==> src/design/sco_pkg.sv <==
// Shared types and constants of the steering command optimiser.
package sco_pkg;

    // Width of the quotient that the divider produces below the overflow point.
    localparam int QUO_W = 32;

    // Quotient bits resolved in each divider stage.
    localparam int STEP_BITS = 2;

    // Number of divider stages.
    localparam int STAGES = QUO_W / STEP_BITS;

    // Pipeline from the accepting edge to the edge that transfers the result:
    // input stage, limit stage, divider stages and output register.
    localparam int LATENCY = STAGES + 3;

    // Configuration register indexes.
    typedef enum logic [1:0] {
        REG_ANGLE_LOW    = 2'd0,
        REG_ANGLE_HIGH   = 2'd1,
        REG_WHEEL_RADIUS = 2'd2,
        REG_RATE_LIMIT   = 2'd3
    } sco_reg_t;

    // Side information that travels alongside the quotient through the divider.
    typedef struct packed {
        logic        rzero;
        logic        ovf;
        logic        neg;
        logic [15:0] angle;
    } sco_tag_t;

endpackage

==> src/design/steer_command_optimizer.sv <==
// Throughput: one command per clock cycle; busy stays low and nothing stalls.
// The pipeline holds the 16-stage divider, two quotient bits per stage,
// plus an input stage, an angle limit stage and the output register.
// Reset clears the pipeline valid bits and returns the registers to their
// defaults: both angle limits zero, wheel radius 1.0 and no rate limit.
module steer_command_optimizer
#(
    parameter int TURN_BITS = 16
)
(
    input  logic               clk,
    input  logic               rst_n,
    input  logic               start,
    output logic               busy,
    input  logic signed [31:0] angle_cmd,
    input  logic signed [31:0] speed_cmd,
    input  logic               cfg_valid,
    output logic               cfg_ready,
    input  logic [1:0]         cfg_index,
    input  logic [31:0]        cfg_data,
    output logic               done,
    output logic signed [15:0] steer_angle,
    output logic signed [31:0] wheel_rate,
    output logic               radius_error
);

    localparam int AW = ((TURN_BITS > 16) ? TURN_BITS : 16) + 2;
    localparam logic signed [AW-1:0] PI_C      = AW'(2 ** (TURN_BITS - 1));
    localparam logic signed [AW-1:0] HALF_PI_C = AW'(2 ** (TURN_BITS - 2));

    // Configuration registers.
    logic signed [15:0] angle_low_reg;
    logic signed [15:0] angle_high_reg;
    logic [31:0]        radius_reg;
    logic [30:0]        rate_limit_reg;

    // Input stage.
    logic                 v1_reg;
    logic signed [AW-1:0] a1_reg;
    logic signed [AW-1:0] a1_next;
    logic                 neg1_reg;
    logic                 neg1_next;
    logic [31:0]          mag1_reg;
    logic [31:0]          mag1_next;

    // Limit stage.
    logic                 v2_reg;
    logic [31:0]          rem2_reg;
    logic [31:0]          dvd2_reg;
    sco_pkg::sco_tag_t    tag2_reg;
    sco_pkg::sco_tag_t    tag2_next;

    // Divider output.
    logic                 dv_valid;
    logic [31:0]          dv_quo;
    sco_pkg::sco_tag_t    dv_tag;

    // Output stage.
    logic                 done_reg;
    logic signed [15:0]   angle_out_reg;
    logic signed [15:0]   angle_out_next;
    logic [31:0]          rate_out_reg;
    logic [31:0]          rate_out_next;
    logic                 err_out_reg;

    assign busy      = 1'b0;
    assign cfg_ready = 1'b1;

    // Register writes.
    always_ff @(posedge clk or negedge rst_n)
    begin
        if (!rst_n)
        begin
            angle_low_reg  <= 16'sd0;
            angle_high_reg <= 16'sd0;
            radius_reg     <= 32'h0001_0000;
            rate_limit_reg <= 31'd0;
        end
        else if (cfg_valid && cfg_ready)
        begin
            unique case (sco_pkg::sco_reg_t'(cfg_index))
                sco_pkg::REG_ANGLE_LOW:    angle_low_reg  <= cfg_data[15:0];
                sco_pkg::REG_ANGLE_HIGH:   angle_high_reg <= cfg_data[15:0];
                sco_pkg::REG_WHEEL_RADIUS: radius_reg     <= cfg_data;
                sco_pkg::REG_RATE_LIMIT:   rate_limit_reg <= cfg_data[30:0];
                default:                   radius_reg     <= radius_reg;
            endcase
        end
    end

    // Wrap the angle to one turn, fold it to the front half and take |speed|.
    always_comb
    begin
        a1_next   = {{(AW-TURN_BITS){angle_cmd[TURN_BITS-1]}}, angle_cmd[TURN_BITS-1:0]};
        neg1_next = 1'b0;
        if (a1_next >= HALF_PI_C)
        begin
            a1_next   = a1_next - PI_C;
            neg1_next = 1'b1;
        end
        else if (a1_next <= -HALF_PI_C)
        begin
            a1_next   = a1_next + PI_C;
            neg1_next = 1'b1;
        end
        if (speed_cmd < 0)
        begin
            mag1_next = 32'(33'd0 - 33'(speed_cmd));
            neg1_next = !neg1_next;
        end
        else
        begin
            mag1_next = speed_cmd;
        end
    end

    always_ff @(posedge clk or negedge rst_n)
    begin
        if (!rst_n)
        begin
            v1_reg <= 1'b0;
        end
        else
        begin
            v1_reg <= start && !busy;
        end
    end

    always_ff @(posedge clk)
    begin
        a1_reg   <= a1_next;
        neg1_reg <= neg1_next;
        mag1_reg <= mag1_next;
    end

    // Apply the angle limits and prepare the division operands.
    always_comb
    begin
        logic signed [AW-1:0] a;
        logic signed [AW-1:0] lo;
        logic signed [AW-1:0] hi;
        logic                 neg;
        a   = a1_reg;
        neg = neg1_reg;
        lo  = AW'(angle_low_reg);
        hi  = AW'(angle_high_reg);
        if (hi != lo)
        begin
            if (a > hi)
            begin
                a   = a - PI_C;
                neg = !neg;
            end
            else if (a < lo)
            begin
                a   = a + PI_C;
                neg = !neg;
            end
            if (a > hi)
            begin
                a = hi;
            end
            else if (a < lo)
            begin
                a = lo;
            end
        end
        tag2_next.rzero = (radius_reg == 32'd0);
        tag2_next.ovf   = ({16'd0, mag1_reg[31:16]} >= radius_reg);
        tag2_next.neg   = neg;
        tag2_next.angle = a[15:0];
    end

    always_ff @(posedge clk or negedge rst_n)
    begin
        if (!rst_n)
        begin
            v2_reg <= 1'b0;
        end
        else
        begin
            v2_reg <= v1_reg;
        end
    end

    // The high half of (speed << 16) is the starting remainder.
    always_ff @(posedge clk)
    begin
        rem2_reg <= {16'd0, mag1_reg[31:16]};
        dvd2_reg <= {mag1_reg[15:0], 16'd0};
        tag2_reg <= tag2_next;
    end

    sco_div_pipe u_div
    (
        .clk       (clk),
        .rst_n     (rst_n),
        .in_valid  (v2_reg),
        .in_rem    (rem2_reg),
        .in_dvd    (dvd2_reg),
        .in_tag    (tag2_reg),
        .divisor   (radius_reg),
        .out_valid (dv_valid),
        .out_quo   (dv_quo),
        .out_tag   (dv_tag)
    );

    // Rate limit, sign and saturation of the quotient; a zero radius zeroes both outputs.
    always_comb
    begin
        logic [32:0] qx;
        qx = dv_tag.ovf ? 33'h1_0000_0000 : {1'b0, dv_quo};
        if (rate_limit_reg != 31'd0 && qx > {2'b00, rate_limit_reg})
        begin
            qx = {2'b00, rate_limit_reg};
        end
        if (qx == 33'd0)
        begin
            rate_out_next = 32'd0;
        end
        else if (dv_tag.neg)
        begin
            if (qx > 33'h0_8000_0000)
            begin
                rate_out_next = 32'h8000_0000;
            end
            else
            begin
                rate_out_next = 32'(33'd0 - qx);
            end
        end
        else
        begin
            if (qx > 33'h0_7FFF_FFFF)
            begin
                rate_out_next = 32'h7FFF_FFFF;
            end
            else
            begin
                rate_out_next = qx[31:0];
            end
        end
        angle_out_next = dv_tag.angle;
        if (dv_tag.rzero)
        begin
            rate_out_next  = 32'd0;
            angle_out_next = 16'sd0;
        end
    end

    always_ff @(posedge clk or negedge rst_n)
    begin
        if (!rst_n)
        begin
            done_reg <= 1'b0;
        end
        else
        begin
            done_reg <= dv_valid;
        end
    end

    always_ff @(posedge clk)
    begin
        angle_out_reg <= angle_out_next;
        rate_out_reg  <= rate_out_next;
        err_out_reg   <= dv_tag.rzero;
    end

    assign done         = done_reg;
    assign steer_angle  = angle_out_reg;
    assign wheel_rate   = rate_out_reg;
    assign radius_error = err_out_reg;

endmodule

==> src/design/sco_div_pipe.sv <==
// Pipelined restoring divider producing a 32-bit quotient, two bits per stage.
module sco_div_pipe
(
    input  logic              clk,
    input  logic              rst_n,
    input  logic              in_valid,
    input  logic [31:0]       in_rem,
    input  logic [31:0]       in_dvd,
    input  sco_pkg::sco_tag_t in_tag,
    input  logic [31:0]       divisor,
    output logic              out_valid,
    output logic [31:0]       out_quo,
    output sco_pkg::sco_tag_t out_tag
);

    localparam int STAGES = sco_pkg::STAGES;
    localparam int STEP   = sco_pkg::STEP_BITS;

    logic [STAGES-1:0]  vld_reg;
    logic [31:0]        rem_reg [STAGES];
    logic [31:0]        dvd_reg [STAGES];
    logic [31:0]        quo_reg [STAGES];
    sco_pkg::sco_tag_t  tag_reg [STAGES];

    for (genvar g = 0; g < STAGES; g++) begin : g_stage
        logic              vld_src;
        logic [31:0]       rem_src;
        logic [31:0]       dvd_src;
        logic [31:0]       quo_src;
        sco_pkg::sco_tag_t tag_src;
        logic [31:0]       rem_next;
        logic [31:0]       dvd_next;
        logic [31:0]       quo_next;
        logic [32:0]       trial;
        logic              qbit;

        // The first stage takes the operands, later ones the previous stage.
        if (g == 0) begin : g_first
            assign vld_src = in_valid;
            assign rem_src = in_rem;
            assign dvd_src = in_dvd;
            assign quo_src = 32'd0;
            assign tag_src = in_tag;
        end
        else begin : g_next
            assign vld_src = vld_reg[g-1];
            assign rem_src = rem_reg[g-1];
            assign dvd_src = dvd_reg[g-1];
            assign quo_src = quo_reg[g-1];
            assign tag_src = tag_reg[g-1];
        end

        // Shift in one dividend bit at a time and subtract where it fits.
        always_comb
        begin
            rem_next = rem_src;
            dvd_next = dvd_src;
            quo_next = quo_src;
            trial    = 33'd0;
            qbit     = 1'b0;
            for (int b = 0; b < STEP; b++)
            begin
                trial = {rem_next, dvd_next[31]};
                if (trial >= {1'b0, divisor})
                begin
                    rem_next = 32'(trial - {1'b0, divisor});
                    qbit     = 1'b1;
                end
                else
                begin
                    rem_next = trial[31:0];
                    qbit     = 1'b0;
                end
                dvd_next = {dvd_next[30:0], 1'b0};
                quo_next = {quo_next[30:0], qbit};
            end
        end

        // Stage valid bit.
        always_ff @(posedge clk or negedge rst_n)
        begin
            if (!rst_n)
            begin
                vld_reg[g] <= 1'b0;
            end
            else
            begin
                vld_reg[g] <= vld_src;
            end
        end

        // Stage payload.
        always_ff @(posedge clk)
        begin
            rem_reg[g] <= rem_next;
            dvd_reg[g] <= dvd_next;
            quo_reg[g] <= quo_next;
            tag_reg[g] <= tag_src;
        end
    end

    assign out_valid = vld_reg[STAGES-1];
    assign out_quo   = quo_reg[STAGES-1];
    assign out_tag   = tag_reg[STAGES-1];

endmodule

==> config.mk <==
export PLATFORM = sky130hd
export DESIGN_NAME = steer_command_optimizer
export DESIGN_NICKNAME = d
export VERILOG_FILES = /design/src/design/sco_pkg.sv /design/src/design/steer_command_optimizer.sv /design/src/design/sco_div_pipe.sv
export SDC_FILE = /design/constraint.sdc
export NUM_CORES = 2
export LEC_CHECK = 0
export BUFFER_PORTS_ARGS = -buffer_cell sky130_fd_sc_hd__buf_2
export CORE_ASPECT_RATIO = 0.6
export CORE_UTILIZATION = 50
export DETAILED_ROUTE_END_ITERATION = 12
export HOLD_SLACK_MARGIN = 0.1
export PLACE_DENSITY = 0.66
export SYNTH_ARGS = -nofsm -noshare
export SYNTH_HDL_FRONTEND = slang
export SYNTH_HIERARCHICAL = 1
export SYNTH_SLANG_ARGS = --single-unit
export TNS_END_PERCENT = 30
==> constraint.sdc <==
create_clock -name clk -period 10.2 [get_ports clk]
set_input_delay 1.02 -clock clk [delete_from_list [all_inputs] [get_ports clk]]
set_output_delay 1.02 -clock clk [all_outputs]
set_load 0.01 [all_outputs]
* Word-level counts from Yosys, hierarchy flattened
Memories as Yosys holds them, arrays and structs flattened.
Cells that the tools add are included.
** Word-level totals
- Memory bits (writable) :: 1808
- Flip-flop bits (word level) :: 265
- Word-level logic and storage cells :: 220
- Input port bits :: 102
- Memories :: 4
** Memory list
- u_div.quo_reg :: words 16, width 32, read ports 16, clocked after Yosys merged registers in 0, write ports 16, RTL line sco_div_pipe.sv:22 : logic [31:0] quo_reg [STAGES];
- u_div.rem_reg :: words 16, width 32, read ports 15, clocked after Yosys merged registers in 0, write ports 16, RTL line sco_div_pipe.sv:20 : logic [31:0] rem_reg [STAGES];
- u_div.dvd_reg :: words 16, width 30, read ports 15, clocked after Yosys merged registers in 0, write ports 16, RTL line sco_div_pipe.sv:21 : logic [31:0] dvd_reg [STAGES];
- u_div.tag_reg :: words 16, width 19, read ports 16, clocked after Yosys merged registers in 0, write ports 16, RTL line sco_div_pipe.sv:23 : sco_pkg::sco_tag_t tag_reg [STAGES];
** Cells by class
- Reduce and logical (&&, ||, !) cells :: 12
- Magnitude comparators :: 43
- Add/subtract/negate cells :: 38
- Multiplexer cells :: 84
- Equal/unequal tests :: 4
** Operators with widths (count)
- $mux W32 :: 36
- $ge A33 B32 Y1 :: 31
- $sub A32 B32 Y32 :: 31
- $mux W18 :: 5
- $mux W33 :: 2
- $sub A1 B32 Y32 const A :: 2
- $mux W16 :: 3
- $mux W1 :: 38
- $gt A18 B16 Y1 :: 2
- $lt A18 B16 Y1 :: 2
- $gt A33 B31 Y1 :: 1
- $gt A33 B31 Y1 const B :: 1
- $gt A33 B32 Y1 const B :: 1
- $logic_not A33 Y1 :: 1
- $ge A16 B32 Y1 :: 1
- $ge A17 B32 Y1 :: 1
- $logic_not A32 Y1 :: 1
- $lt A32 B1 Y1 const B :: 1
- $sub A17 B32 Y32 :: 1
- $reduce_bool A31 Y1 :: 1
- $add A16 B17 Y18 const B :: 1
- $add A18 B17 Y18 const B :: 1
- $sub A16 B17 Y18 const B :: 1
- $sub A18 B17 Y18 const B :: 1
- 10 further kinds :: 15

* Depth between registers and ports, before layout
- Depth after elaboration :: 8
- Mapped depth :: 29
- Depth with buffers taken out :: 26

* Hierarchy
Netlist, hierarchy kept.
** By module, submodules not included
- sco_div_pipe :: times used 1, seq. area each 26345.3 um^2, cells an instance 9706, area an instance 86163.9 um^2
- steer_command_optimizer :: times used 1, seq. area each 5456.5 um^2, cells an instance 1271, area an instance 12547.0 um^2

* Worst setup path before layout
No wires, ideal clock.
- Path kind :: flip-flop to flip-flop
- Start point :: register radius_reg[1]
- End point :: memory u_div.rem_reg[13][30], in the netlist u_div/rem_reg[1][190]
- Path slack :: 2.015 ns
- Stages on the path, launching flop included :: 24
- Arrival :: 8.068 ns
- Buffers on the path :: 1
- Setup time :: 0.116 ns
- Cell sequence :: dfrtp_1 inv_1 ha_1 nor2b_1 o31ai_1 a211o_1 o21ai_1 a41oi_1 o221ai_1 a31oi_2 clkbuf_1 mux2_2 ha_1 a211oi_1 o21ai_0 a2111oi_0 or3_1 nand4b_1 a311oi_1 o211ai_1 a31o_2 a21o_1 or2_2 a31o_2
** RTL lines
- start, declared :: RTL line steer_command_optimizer.sv:34 : logic [31:0] radius_reg;
- start signal, assigned :: RTL line steer_command_optimizer.sv:84 : sco_pkg::REG_WHEEL_RADIUS: radius_reg <= cfg_data;
- start signal, assigned :: RTL line steer_command_optimizer.sv:86 : default: radius_reg <= radius_reg;
- end, declared :: RTL line sco_div_pipe.sv:20

==> summary.md <==
| Metric | Value |
|---|---|
| Worst path depth | 27 |
| Crit-path most repeated cell | a21oi_1 |
| DR iter-0 viols | 9,594 |
| Vias per cell | 6.18 |
| Layout cells sized above 1 | 12.1% |
| Count of pins over their slew limit | 0 |
| Crit. End Element | flip-flop |
| RSZ-0062 raised after global routing | no |
| Count leader, synth | dfxtp_1 |
| Cells on worst reg2reg path | 27 |
| Later-pin clock latency in the skew report | 840 ps |
| Fill cells | 17.5k |
| CTS sink count | 1,560 |
| Max reg flops | 480 |
| Detailed Routing Iterations Pass 1 | 6 |
| Clock transition at path regs | 70 ps |
| Die width | 576 microns |
| Max FO, Critical Path | 45 |
| Row count | 125 |
| Final net count | 12.5k |
| Final setup viols | 0 |
| Number of buffers inserted by hold repair at cts | 0 |
| Max_cap viols | 0 |
| Largest net degree at the start of global routing | 66 |
| Slew HR | 13.2% |
| Post-CTS sizing | 0 |
| Hold Fails Final Rpt | 0 |
| Initial antenna violation count | 24 |
| Port Buf Inserts | 135 |
| Layout Cells excl Fill | 14.0k |
| Area Growth Syn to Fin | 10.1% |
| GP Congestion | 0.988 |
| Startpoint Class | flip-flop |
| HP Class | in -> async |
| Root buffer cell | clkbuf_16 |
| Syn Area/Cell | 8.99 sq um |
| Top-level port count | 154 |
| Worst Path Required | 10,840 ps |
| Clock Tree Buf Depth | 4 |
| Initial Utilization | 50.7% |
| Top cells by area, synth | dfxtp_1, ha_1, mux2_2 |
| Worst Tran Pin Value | 1290 ps |
| Postcts setup bufs | 0 |
| Crit path DAT | 9500 ps |
| Number of library cell types mapped by synthesis | 108 |
| Cell family with most CP delay | compound AO/OA/AOI/OAI gates |
| Wire length per cell | 24.9 microns |
| FF+latch area | 31,800 sq um |
| Die Span Y | 346 microns |
| Post-Syn Instances | 11.0k |
| Global route total overflow | 0 |
| CP max stage cell | buf_4 |
| Core ar. | 195,000 sq um |
| Total CTS buffers | 155 |
| Footprint of the multi-input gates | 64,400 sq um |
| Worst path bufs/invs | 4 |
| DRT Wirelength | 348,000 microns |
| Clk_skew | 93.3 ps |
| Drt drc | 0 |
| Setup TNS | 0 ps |
| Status | finished, final reports clean |
| Tmin final | 8860 ps |
| Number of enable flip-flop cells after synthesis | 0 |
| Top FF cell, synth | dfxtp_1 |
| Vias in the first global route | 78.6k |
| Pre-CTS setup slack | 1830 ps |
| Sequential share of the synthesized area | 32.2% |
| Total number of vias | 86.4k |
| Maximum clock frequency | 113 MHz |
| Cell area after synthesis | 98,700 sq um |
| Synth cell count leaders | dfxtp_1, ha_1, a21oi_1, nand2_1, o21ai_0 |
| Top-area cell type share of the netlist area | 29.3% |
| Crit Path Class | reg -> reg |
| DP HPWL | 271,000 microns |
| CTS tree | yes |
| Synth Warn # | 6 |
| Largest area contributor in the netlist | dfxtp_1 |
| CP peak stage delay | 580 ps |
| First-pass GRT wire length | 507,000 microns |
| Final antenna-violating net count | 0 |
| Post-synth ARST share | 7.31% |
| GRT Total Usage | 33.5% |
| Synth Register Bits | 1,560 |
| Post-layout worst setup margin | 1340 ps |
| H-tree Lvls | 4 |
| Period utilization | 86.8% |
| Inst Count DP | 13.7k |
| Die ar. | 199,000 sq um |
-- area by class of cell --
type | instances | area share, %
Antenna cell | 14 | 0.0322
Inverter | 472 | 1.63
Timing Repair Buffer | 299 | 1.84
Clock inverter | 77 | 0.963
Clock buffer | 198 | 4.03
Multi-Input combinational cell | 8749 | 59.3
Sequential cell | 1560 | 29.3
Tap cell | 2603 | 3.00
-- cells by family after synthesis --
| group | share of synthesized area [%] |
|---|---|
| multiplexers | 7.88 |
| AND/OR/NAND/NOR | 13.3 |
| buffers and inverters | 2.84 |
| adder cells (fa/ha/maj) | 14.7 |
| flip-flops | 32.2 |
| other | 0.00761 |
| AO/OA/AOI/OAI | 21.3 |
| XOR/XNOR | 7.74 |
-- through the flow --
step | cell area (sq um) | utilization [%] | hold slack, ps
2_1_floorplan | 98900 | - | 310
3_3_place_gp | 103000 | 53.0 | 310
3_5_place_dp | 103000 | 53.0 | 312
4_1_cts | 109000 | 55.8 | 162
5_1_grt | 109000 | 55.8 | 214
6_report | 109000 | 55.8 | 182
-- final timing paths --
path,start,to,slack (ps)
max in group asynchronous,rst_n,radius_reg[0],8580
max reg2reg,radius_reg[1],u_div/rem_reg[1][68],1340
min in group clk,u_div/quo_reg[1][207],u_div/quo_reg[1][241],290
max,radius_reg[1],u_div/rem_reg[1][68],1340
min reg2reg,u_div/quo_reg[1][207],u_div/quo_reg[1][241],290
min,rst_n,done,180
-- cells in the final DEF, fill, tap and decap left out, types with 160 or more instances in the layout --
cell type and instances:
xnor2_1 592, nand3_1 210, xor2_1 280, ha_1 1112, nor3_1 183, dfxtp_1 1446
o21ai_0 669, a21oi_1 981, a21o_1 514, nand2_1 782, mux2_2 630, clkbuf_16 160
nand4_1 175, nor2_1 645, inv_1 432
-- worst register-to-register path, stage by stage (launching register included) --
cell and delay (ps):
dfrtp_1 520, inv_4 360, buf_4 600, ha_1 300, nor2b_1 130, o21a_1 130, o21ai_0 110, a21oi_1 440
a21o_1 380, a21oi_1 170, o41ai_1 400, a41o_2 450, buf_4 500, nor2_1 110, a21oi_1 440, ha_1 380
nand2_1 120, nor3_1 100, and4_1 230, nand2_1 70, o211ai_1 80, a31oi_1 550, a31oi_1 360, a211oi_1 500
a21oi_1 190, nor3_4 160, buf_4 440, mux2_2 460
-- routing by layer --
layer  global-route usage, %  vias up  wire (microns)
met2                    42.9     4001          125000
met5                       0        -              86
met1                    53.1    41100          171000
met3                    9.10      512           41300
li1                        -    40700               -
met4                    8.97       12            9980
Power is left out: the tool's default activity adds up to more than one toggle a clock period on the data nets, which glitch-free logic cannot reach.
